[src/hdl/isq_pkg.sv]
// Shared types and constants for the interrupt sequence qualifier.
`default_nettype none
package isq_pkg;

   // Number of tracked interrupt bits (one lane per bit).
   localparam int INT_BITS = 16;
   // Sequence and field width.
   localparam int SEQ_W = 16;
   // Status bits that qualify can report.
   localparam int QUAL_BITS = 15;
   // Qualify lanes actually wired to the result.
   localparam int QUAL_LANES = (INT_BITS < QUAL_BITS) ? INT_BITS : QUAL_BITS;
   // Oldest stamp age kept when a post goes out.
   localparam logic [SEQ_W-1:0] STALE_LIMIT = 16'h3000;

   // Commands carried by an input beat.
   typedef enum logic [1:0] {
      CMD_RESET   = 2'd0,
      CMD_POST    = 2'd1,
      CMD_QUALIFY = 2'd2
   } cmd_type;

   // Control broadcast from the top level to every lane.
   typedef struct packed {
      logic             do_reset;
      logic             do_post;
      logic [SEQ_W-1:0] start_seq;
      logic [SEQ_W-1:0] new_seq;
      logic [SEQ_W-1:0] seen_seq;
   } lane_ctl_type;

   // One result beat.
   typedef struct packed {
      logic                 posted;
      logic [SEQ_W-1:0]     post_seq;
      logic [SEQ_W-1:0]     post_bits;
      logic [SEQ_W-1:0]     post_applied;
      logic [QUAL_BITS-1:0] qualified;
   } rsp_type;

endpackage
`default_nettype wire

[src/hdl/isq_lane.sv]
// One interrupt bit lane: holds the bit's post stamp and judges its qualify bit.
`default_nettype none
module isq_lane (
   input  wire logic                        clock,
   input  wire logic                        reset,
   input  wire isq_pkg::lane_ctl_type       ctl,
   input  wire logic                        pending,
   input  wire logic                        data_bit,
   output logic                             qual
);
   import isq_pkg::*;

   logic [SEQ_W-1:0] stamp_ff;
   logic [SEQ_W-1:0] stamp_in;
   logic [SEQ_W-1:0] age;
   logic [SEQ_W-1:0] seen_diff;

   // Age of the stamp against the sequence being posted.
   assign age = ctl.new_seq - stamp_ff;

   // Stamp update: load on reset, restamp pending bits on post, clamp stale ones.
   always_comb begin
      stamp_in = stamp_ff;
      if (ctl.do_reset) begin
         stamp_in = ctl.start_seq;
      end else if (ctl.do_post) begin
         if (pending) begin
            stamp_in = ctl.new_seq;
         end else if ((age > STALE_LIMIT) && !age[SEQ_W-1]) begin
            stamp_in = ctl.new_seq - STALE_LIMIT;
         end
      end
   end

   always_ff @(posedge clock) begin
      if (reset) begin
         stamp_ff <= '0;
      end else begin
         stamp_ff <= stamp_in;
      end
   end

   // The bit is trusted when set, not pending, and its last post has been seen.
   assign seen_diff = ctl.seen_seq - stamp_ff;
   assign qual = data_bit && !pending && !seen_diff[SEQ_W-1];

endmodule
`default_nettype wire

[src/hdl/isq_merge.sv]
// Merges lane findings into a result beat and buffers it in a two-entry skid.
`default_nettype none
module isq_merge (
   input  wire logic                           clock,
   input  wire logic                           reset,
   input  wire logic                           in_accept,
   output logic                                in_ready,
   input  wire logic                           is_qualify,
   input  wire isq_pkg::rsp_type               post_beat,
   input  wire logic [isq_pkg::INT_BITS-1:0]   lane_qual,
   output logic                                out_valid,
   input  wire logic                           out_ready,
   output isq_pkg::rsp_type                    out_beat
);
   import isq_pkg::*;

   rsp_type beat;
   rsp_type main_ff, main_in;
   rsp_type skid_ff, skid_in;
   logic    main_valid_ff, main_valid_in;
   logic    skid_valid_ff, skid_valid_in;

   // Combine the post fields with the qualify bits gathered from the lanes.
   always_comb begin
      beat = post_beat;
      beat.qualified = '0;
      if (is_qualify) begin
         for (int b = 0; b < QUAL_LANES; b++) begin
            beat.qualified[b] = lane_qual[b];
         end
      end
   end

   // Skid buffer: the main register feeds the port, the skid catches a stalled beat.
   always_comb begin
      main_in       = main_ff;
      skid_in       = skid_ff;
      main_valid_in = main_valid_ff;
      skid_valid_in = skid_valid_ff;
      if (out_ready || !main_valid_ff) begin
         if (skid_valid_ff) begin
            main_in       = skid_ff;
            main_valid_in = 1'b1;
         end else begin
            main_in       = beat;
            main_valid_in = in_accept;
         end
         skid_valid_in = 1'b0;
      end else if (in_accept) begin
         skid_in       = beat;
         skid_valid_in = 1'b1;
      end
   end

   always_ff @(posedge clock) begin
      if (reset) begin
         main_valid_ff <= 1'b0;
         skid_valid_ff <= 1'b0;
      end else begin
         main_valid_ff <= main_valid_in;
         skid_valid_ff <= skid_valid_in;
      end
      main_ff <= main_in;
      skid_ff <= skid_in;
   end

   assign in_ready  = !skid_valid_ff;
   assign out_valid = main_valid_ff;
   assign out_beat  = main_ff;

endmodule
`default_nettype wire

[src/hdl/interrupt_sequence_qualifier.sv]
// Top level of the interrupt sequence qualifier: sequence, pending mask and lanes.
// Usage:
//   Input beats arrive on req_* (valid/ready); each carries a command: reset
//   tracker, try to post, or qualify interrupt data. Every accepted beat
//   produces exactly one result beat on rsp_* (valid/ready).
//   One lane per interrupt bit holds that bit's post stamp; all lanes update
//   in the accept cycle, so a new beat can be taken every clock while
//   req_ready is high. Each result is registered in the output buffer
//   (main register, or skid register when rsp_* stalls) before it is shown.
//   When rsp_ready is held low, a two-entry output skid absorbs one more beat;
//   req_ready then drops until the receiver drains the buffer.
//   Reset (synchronous, active high) clears the sequence, the pending mask,
//   every stamp and the output buffer; req_ready is high the cycle after.
//   A post result shows posted=1 only when bits were pending and the
//   acknowledge matched the current sequence; unused commands return zeros.
`default_nettype none
module interrupt_sequence_qualifier (
   input  wire logic        clock,
   input  wire logic        reset,
   input  wire logic        req_valid,
   output logic             req_ready,
   input  wire logic [1:0]  req_cmd,
   input  wire logic [15:0] req_raised,
   input  wire logic [15:0] req_ack_seq,
   input  wire logic [15:0] req_start_seq,
   input  wire logic [15:0] req_applied,
   input  wire logic [15:0] req_int_data,
   input  wire logic [15:0] req_seen_seq,
   output logic             rsp_valid,
   input  wire logic        rsp_ready,
   output logic             rsp_posted,
   output logic [15:0]      rsp_post_seq,
   output logic [15:0]      rsp_post_bits,
   output logic [15:0]      rsp_post_applied,
   output logic [14:0]      rsp_qualified
);
   import isq_pkg::*;

   logic [SEQ_W-1:0]    seq_ff, seq_in;
   logic [INT_BITS-1:0] mask_ff, mask_in;
   logic [INT_BITS-1:0] mask_or;
   logic [INT_BITS-1:0] lane_qual;
   logic                accept;
   logic                is_reset, is_post, is_qualify;
   logic                do_post;
   lane_ctl_type        ctl;
   rsp_type             post_beat;
   rsp_type             out_beat;

   assign accept = req_valid && req_ready;

   // Command decode.
   always_comb begin
      is_reset   = 1'b0;
      is_post    = 1'b0;
      is_qualify = 1'b0;
      unique case (req_cmd)
         CMD_RESET:   is_reset   = 1'b1;
         CMD_POST:    is_post    = 1'b1;
         CMD_QUALIFY: is_qualify = 1'b1;
         default:     ;
      endcase
   end

   // Pending mask with this beat's raised bits folded in.
   assign mask_or = mask_ff | req_raised[INT_BITS-1:0];
   assign do_post = is_post && (mask_or != '0) && (req_ack_seq == seq_ff);

   // Sequence and pending mask updates.
   always_comb begin
      seq_in  = seq_ff;
      mask_in = mask_ff;
      if (accept) begin
         if (is_reset) begin
            seq_in  = req_start_seq;
            mask_in = '0;
         end else if (do_post) begin
            seq_in  = seq_ff + SEQ_W'(1);
            mask_in = '0;
         end else if (is_post || is_qualify) begin
            mask_in = mask_or;
         end
      end
   end

   always_ff @(posedge clock) begin
      if (reset) begin
         seq_ff  <= '0;
         mask_ff <= '0;
      end else begin
         seq_ff  <= seq_in;
         mask_ff <= mask_in;
      end
   end

   // Control broadcast to the lanes.
   always_comb begin
      ctl.do_reset  = accept && is_reset;
      ctl.do_post   = accept && do_post;
      ctl.start_seq = req_start_seq;
      ctl.new_seq   = seq_ff + SEQ_W'(1);
      ctl.seen_seq  = req_seen_seq;
   end

   for (genvar g = 0; g < INT_BITS; g++) begin : g_lane
      isq_lane u_lane (
         .clock    (clock),
         .reset    (reset),
         .ctl      (ctl),
         .pending  (mask_or[g]),
         .data_bit (req_int_data[g]),
         .qual     (lane_qual[g])
      );
   end

   // Post fields of the result beat.
   always_comb begin
      post_beat = '0;
      if (do_post) begin
         post_beat.posted                  = 1'b1;
         post_beat.post_seq                = ctl.new_seq;
         post_beat.post_bits[INT_BITS-1:0] = mask_or;
         post_beat.post_applied            = req_applied;
      end
   end

   isq_merge u_merge (
      .clock      (clock),
      .reset      (reset),
      .in_accept  (accept),
      .in_ready   (req_ready),
      .is_qualify (is_qualify),
      .post_beat  (post_beat),
      .lane_qual  (lane_qual),
      .out_valid  (rsp_valid),
      .out_ready  (rsp_ready),
      .out_beat   (out_beat)
   );

   assign rsp_posted       = out_beat.posted;
   assign rsp_post_seq     = out_beat.post_seq;
   assign rsp_post_bits    = out_beat.post_bits;
   assign rsp_post_applied = out_beat.post_applied;
   assign rsp_qualified    = out_beat.qualified;

endmodule
`default_nettype wire

[config.mk]
export PLATFORM = sky130hd
export DESIGN_NAME = interrupt_sequence_qualifier
export DESIGN_NICKNAME = d
export VERILOG_FILES = /design/src/hdl/isq_pkg.sv /design/src/hdl/isq_lane.sv /design/src/hdl/isq_merge.sv /design/src/hdl/interrupt_sequence_qualifier.sv
export SDC_FILE = /design/constraint.sdc
export NUM_CORES = 2
export LEC_CHECK = 0
export BUFFER_PORTS_ARGS = -buffer_cell sky130_fd_sc_hd__buf_4
export CAP_MARGIN = 25
export CORE_MARGIN = 2
export CORE_UTILIZATION = 54
export CTS_CLUSTER_SIZE = 8
export DETAILED_ROUTE_END_ITERATION = 10
export MAX_ROUTING_LAYER = met4
export PLACE_DENSITY = 0.84
export SLEW_MARGIN = 20
export SYNTH_ARGS = -nofsm -noshare
export SYNTH_HDL_FRONTEND = slang
export SYNTH_SLANG_ARGS = --single-unit
[constraint.sdc]
create_clock -name clock -period 14.5 [get_ports clock]
set_clock_uncertainty 0.2 [all_clocks]
set_input_delay 0.725 -clock clock [delete_from_list [all_inputs] [get_ports clock]]
set_output_delay 0.725 -clock clock [all_outputs]
set_load 0.03 [all_outputs]
; ---- Word level (Yosys, flattened, before mapping)
; Index checks and enable logic that the tools add are counted.
[word_totals]
ff_bits = 402
out_inout_bits = 66
[classes]
add_sub_neg = 32
order_cmp = 15
n_eq_ne = 3
n_mux = 72
bitwise = 2
n_reduce_logical = 138
[op_table]
columns = op, count
row1 = 2-to-1 mux 16 bit, 65
row2 = subtractor 16 bit, 30
row3 = "greater-than comparator 16 x 14 -> 1 bit, second input constant", 15
row4 = 2-to-1 mux 64 bit, 1
row5 = logical AND 1 bit, 50
row6 = 2-to-1 mux 49 bit, 1
row7 = nonzero test 3 bit, 16
row8 = logical NOT 1 bit, 47
row9 = AND reduction 2 bit, 18
row10 = "adder 16 x 1 -> 16 bit, second input constant", 1
row11 = == test 16 bit, 1
row12 = bitwise OR 16 bit, 1
row13 = nonzero test 16 bit, 1
row14 = "subtractor 16 x 14 -> 16 bit, second input constant", 1
row15 = 2-to-1 mux 15 bit, 1
row16 = 2-to-1 mux 1 bit, 4
row17 = nonzero test 2 bit, 2
row18 = "== test 2 x 1 -> 1 bit, second input constant", 1
row19 = "== test 2 bit, second input constant", 1
row20 = logical NOT 2 bit, 1
row21 = logical OR 1 bit, 2
row22 = OR reduction 2 bit, 1
row23 = NOT 1 bit, 1

; ---- Depth between registers and ports, before layout
[depth]
word_depth = 8
mapped_depth = 21
ltp_nobuf = 20

; ---- Cells and area by module
; A second synthesis with hierarchy kept.
[unflattened]
hier_cells = 5052
area_unflattened_um2 = 43395.4
[by_module_without_submodules]
columns = mod, n_inst, cells_per_inst, area_per_inst_um2, seq_area_each_um2
row1 = isq_lane (g_lane[10].u_lane ...), 10, 284, 2244.7, 320.3
row2 = isq_merge, 1, 224, 4853.4, 3883.7
row3 = isq_lane (g_lane[0].u_lane ...), 2, 255, 2244.7, 320.3
row4 = isq_lane (g_lane[8].u_lane), 1, 362, 2782.7, 320.3
row5 = interrupt_sequence_qualifier, 1, 323, 2458.6, 640.6
row6 = isq_lane (g_lane[15].u_lane), 1, 271, 2168.3, 320.3
row7 = isq_lane (g_lane[13].u_lane), 1, 271, 2167.1, 320.3
row8 = isq_lane (g_lane[9].u_lane), 1, 251, 2029.4, 320.3

; ---- Least setup slack after synthesis
; No wires, ideal clock.
[synth_timing]
path_type = input to register
from = input rsp_ready
to = register u_merge.skid_ff[0] (netlist bit), enable pin
arrival_ps = 5160
path_slack_ps = 8653
path_stages = 2
path_cell_list = nand2b_1 -> nor2_1
[synth_between]
elab_chain_len = 3
[synth_rtl]
columns = item, line
row1 = start: declaration, interrupt_sequence_qualifier.sv:30  ; input wire logic rsp_ready,
row2 = logical OR 1 bit, isq_merge.sv:40  ; if (out_ready || !main_valid_ff) begin
row3 = NOT 1 bit (no line), -
row4 = AND reduction 2 bit (no line), -
row5 = end signal: assignment, isq_merge.sv:64  ; skid_ff <= skid_in;
row6 = end: declaration, isq_merge.sv:19  ; rsp_type skid_ff, skid_in;
; No other way between the ends.
; A chain may end at the register's enable or synchronous reset.

; ---- Final worst setup path
[layout_timing]
from = register seq_ff[0]
to = register g_lane[12].u_lane.stamp_ff[9]
[layout_between]
elab_chain_len = 6
[layout_rtl]
columns = item, line
row1 = start: declaration, interrupt_sequence_qualifier.sv:39  ; logic [SEQ_W-1:0] seq_ff, seq_in;
row2 = start signal: assignment, interrupt_sequence_qualifier.sv:91  ; seq_ff <= seq_in;
row3 = adder 16 x 1 -> 16 bit, interrupt_sequence_qualifier.sv:101  ; ctl.new_seq = seq_ff + SEQ_W'(1);
row4 = subtractor 16 bit or subtractor 16 x 14 -> 16 bit (tied branches), -
row5 = "greater-than comparator 16 x 14 -> 1 bit, or another cell as far along", isq_lane.sv:29  ; end else if ((age > STALE_LIMIT) && !age[SEQ_W-1]) begin
row6 = logical AND 1 bit or 2-to-1 mux 16 bit (tied branches), "isq_lane.sv:29, isq_lane.sv:27"
row7 = nonzero test 3 bit (no line) or 2-to-1 mux 16 bit (tied branches), -
row8 = AND reduction 2 bit (no line) or 2-to-1 mux 16 bit (tied branches), -
row9 = end signal: assignment, isq_lane.sv:39  ; stamp_ff <= stamp_in;
row10 = end: declaration, isq_lane.sv:13  ; logic [SEQ_W-1:0] stamp_ff;
; Parallel ways exist; a longest one is shown, timed or not. The select of a mux whose other input is x is not followed.

==> impl_metrics.env <==
export IMPL_vias=30500
export IMPL_clk_pin_slew_ns=0.05
export IMPL_synth_top_area_share=0.168
export IMPL_ant_nets=0
export IMPL_worst_setup_path_start_kind="flip-flop"
export IMPL_ios=168
export IMPL_port_buffers=166
export IMPL_dieHeight_um=250
export IMPL_die_x_um=250
export IMPL_worstPathMaxFanout=23
export IMPL_drv_cap=0
export IMPL_clk_path_buf_depth=3
export IMPL_dp_cells=4752
export IMPL_p_per_area_mw_per_mm2=106
export IMPL_cts_tree="built"
export IMPL_grt_usage=0.338
export IMPL_postCtsSetupBuffers=0
export IMPL_rsz0062_at_grt="false"
export IMPL_ys_top_cells_by_area="dfxtp_1 17%, ha_1 17%, edfxtp_1 12%"
export IMPL_cp_buffers_inverters=3
export IMPL_nets=4585
export IMPL_sequentialPowerShare=0.325
export IMPL_crit_path_top_delay_cell="dfxtp_1"
export IMPL_max_freq_mhz=150
export IMPL_layout_drive_gt1_share=0.0903
export IMPL_grt_pass1_wl_um=161000
export IMPL_die_area_mm2=0.0626
export IMPL_first_iter_violations=3341
export IMPL_yosysTopAreaCell="dfxtp_1"
export IMPL_synthFlopType="dfxtp_1"
export IMPL_clkLatencyLatePin_ns=0.63
export IMPL_htreeDepth=2
export IMPL_hold_path_class="primary input to flip-flop"
export IMPL_ys_seq_elements=402
export IMPL_crit_required_ns=14.77
export IMPL_coreArea_mm2=0.0601
export IMPL_ys_seq_area_frac=0.285
export IMPL_whs_ns=0.204
export IMPL_rows=90
export IMPL_cellInternalPower_mw=2.51
export IMPL_hpwl_um=70300
export IMPL_avgRoutedWirePerCell_um=21.7
export IMPL_cp_top_family="buffers and inverters"
export IMPL_remaining_drc_errors=0
export IMPL_drt_vias_per_instance=6.30
export IMPL_outcome="completed"
export IMPL_clkPwrFrac=0.313
export IMPL_period_minus_slack_ns=6.67
export IMPL_wl_um=105000
export IMPL_end_kind="flip-flop"
export IMPL_synth_edf_count=128
export IMPL_power_frac_comb=0.362
export IMPL_setup_viol=0
export IMPL_synth_common_cells="437 x ha_1, 400 x nor2_1, 315 x inv_1"
export IMPL_setup_tns_ns=0
export IMPL_grt_pass1_vias=28700
export IMPL_cts_num_sinks=402
export IMPL_synthDistinctLibCells=93
export IMPL_max_stage_delay_ns=0.78
export IMPL_final_cells=4842
export IMPL_area_growth_pct=11.7
export IMPL_firstDrtPassIters=6
export IMPL_post_route_period_util=0.460
export IMPL_antenna_found_initial=9
export IMPL_synthCells=3908
export IMPL_worst_pin_slew_ns=1.09
export IMPL_critPathArrivalTime_ns=6.94
export IMPL_gp_congestion=0.982
export IMPL_hold_viol=0
export IMPL_cts_made_buffers=56
export IMPL_grt_max_degree=99
export IMPL_p_sw_frac=0.353
export IMPL_synth_most_common_cell="ha_1"
export IMPL_fin_area_mm2=0.0365
export IMPL_finalMaxSlewViolations=0
export IMPL_slew_headroom=0.269
export IMPL_criticalPathCategory="flip-flop to flip-flop"
export IMPL_root_buffer="clkbuf_16"
export IMPL_dpl_cell_area_mm2=0.0349
export IMPL_yosys_warnings=0
export IMPL_synthesis_nets=4462
export IMPL_synth_area_mm2=0.0327
export IMPL_p_sw_mw=1.37
export IMPL_hold_buffers=0
export IMPL_synth_avg_cell_area_um2=8.37
export IMPL_synth_async_reset_ratio=0
export IMPL_max_vdd_ir_drop_mv=0.0929
export IMPL_grt_overflow_total=0
export IMPL_cp_cell_sequence="ha_2 -> nand3_1 -> nor2_1 -> nand3_1 -> xor2_1 -> buf_4 -> clkinv_1 -> buf_4 -> ha_1 -> nor4_1 -> or3_1 -> a32oi_1 -> maj3_1 -> o21a_1 -> o21ai_1 -> a31o_2 -> mux2i_1 -> nor2_1"
export IMPL_cts_resized=0
export IMPL_initial_core_util=0.544
export IMPL_leakage_nw=15.3
final timing paths:
kind | depth (start not counted) | slack (ns) | endpoint | startpoint
hold / removal | 3 | 0.20 | mask_ff[9]$_SDFFE_PP0P_ | req_raised[9]
setup / recovery | 18 | 7.83 | g_lane[12].u_lane.stamp_ff[9]$_SDFFE_PP0P_ | seq_ff[0]$_SDFFE_PP0P_
hold reg to reg | 2 | 0.25 | g_lane[7].u_lane.stamp_ff[1]$_SDFFE_PP0P_ | g_lane[7].u_lane.stamp_ff[1]$_SDFFE_PP0P_
setup reg to reg | 18 | 7.83 | g_lane[12].u_lane.stamp_ff[9]$_SDFFE_PP0P_ | seq_ff[0]$_SDFFE_PP0P_
flip-flops by register name, summed over array words and instances, names as in the netlist:
name	cells
u_merge.skid_ff	64
mask_ff	16
u_merge.skid_valid_ff	1
g_lane.u_lane.stamp_ff	240
u_merge.out_valid	1
u_merge.out_beat	64
seq_ff	16
cells in the final DEF (no fill, tap or decap), drive strengths merged, types with 10 or more instances in the layout:
master	netlist	final
nor3	56	56
nand2	284	284
nand4	23	23
a21boi	20	20
and4	11	11
a21oi	271	271
a211oi	55	55
xor2	81	81
a221oi	11	11
edfxtp	128	128
a31oi	35	35
o211ai	41	41
o31ai	73	73
and3	14	14
nand2b	87	87
nor3b	10	10
a2111oi	16	16
nor2b	67	67
nand3	98	98
mux2i	157	157
ha	437	437
inv	317	319
buf	35	224
nor4b	12	12
o21ai	264	264
nor2	402	402
or3	13	13
xnor2	132	132
a21o	84	84
o2111ai	11	11
o22ai	10	10
clkbuf	124	79
fa	15	15
nor4	27	27
a22oi	15	15
a311oi	28	28
dfxtp	274	274
or2	11	11
o21a	47	47
cell families after synthesis:
group / synth area share
muxes: 0.0505
and+or+nand+nor: 0.165
buffers and inverters: 0.0567
DFF: 0.285
AOI/OAI and AO/OA: 0.209
xor gates and xnor gates: 0.0573
adders and majority gates: 0.177
worst reg2reg max path, stage by stage (launching register included):
cell and delay, ns:
dfxtp_1 0.78, ha_2 0.36, nand3_1 0.18, nor2_1 0.29, nand3_1 0.15, xor2_1 0.33, buf_4 0.36, clkinv_1 0.72
buf_4 0.52, ha_1 0.28, nor4_1 0.43, or3_1 0.18, a32oi_1 0.06, maj3_1 0.37, o21a_1 0.18, o21ai_1 0.23
a31o_2 0.58, mux2i_1 0.27, nor2_1 0.06
layout make-up:
cell class	count	area, um2
inverter	319	1200
clock buffer	79	1500
timing repair buffer	224	1710
antenna	5	12.5
tap	782	978
sequential	402	9330
clock inverter	3	45.0
multi-input combinational	3028	21800
fill	4980	23600
per-stage QoR:
stage,setup slack (ns),total power [mW],utilization
6_report,7.83,3.88,0.607
5_1_grt,7.68,4.07,0.607
4_1_cts,8.09,3.84,0.606
3_5_place_dp,8.05,2.63,0.581
3_3_place_gp,8.13,2.59,0.580
2_1_floorplan,8.65,2.29,-
power groups by stage:
| stage | clock network [mW] | registers [mW] | logic, mW |
|---|---|---|---|
| 4_1_cts | 1.22 | 1.26 | 1.36 |
| 3_5_place_dp | 0 | 1.28 | 1.35 |
| 3_3_place_gp | 0 | 1.28 | 1.31 |
| 6_report | 1.21 | 1.26 | 1.40 |
| 5_1_grt | 1.27 | 1.27 | 1.53 |
| 2_1_floorplan | 0 | 1.29 | 0.991 |
routing by layer:
| metal | routed length [um] | share of wire | vias up | global-route usage |
|---|---|---|---|---|
| li1 | - | - | 14300 | - |
| met4 | 6580 | 0.063 | 0 | 0.192 |
| met3 | 12600 | 0.12 | 381 | 0.0752 |
| met2 | 44600 | 0.42 | 1654 | 0.507 |
| met1 | 41300 | 0.39 | 14200 | 0.419 |
| met5 | 0 | 0 | - | - |
No activity file was read; power rests on OpenSTA's default activity.
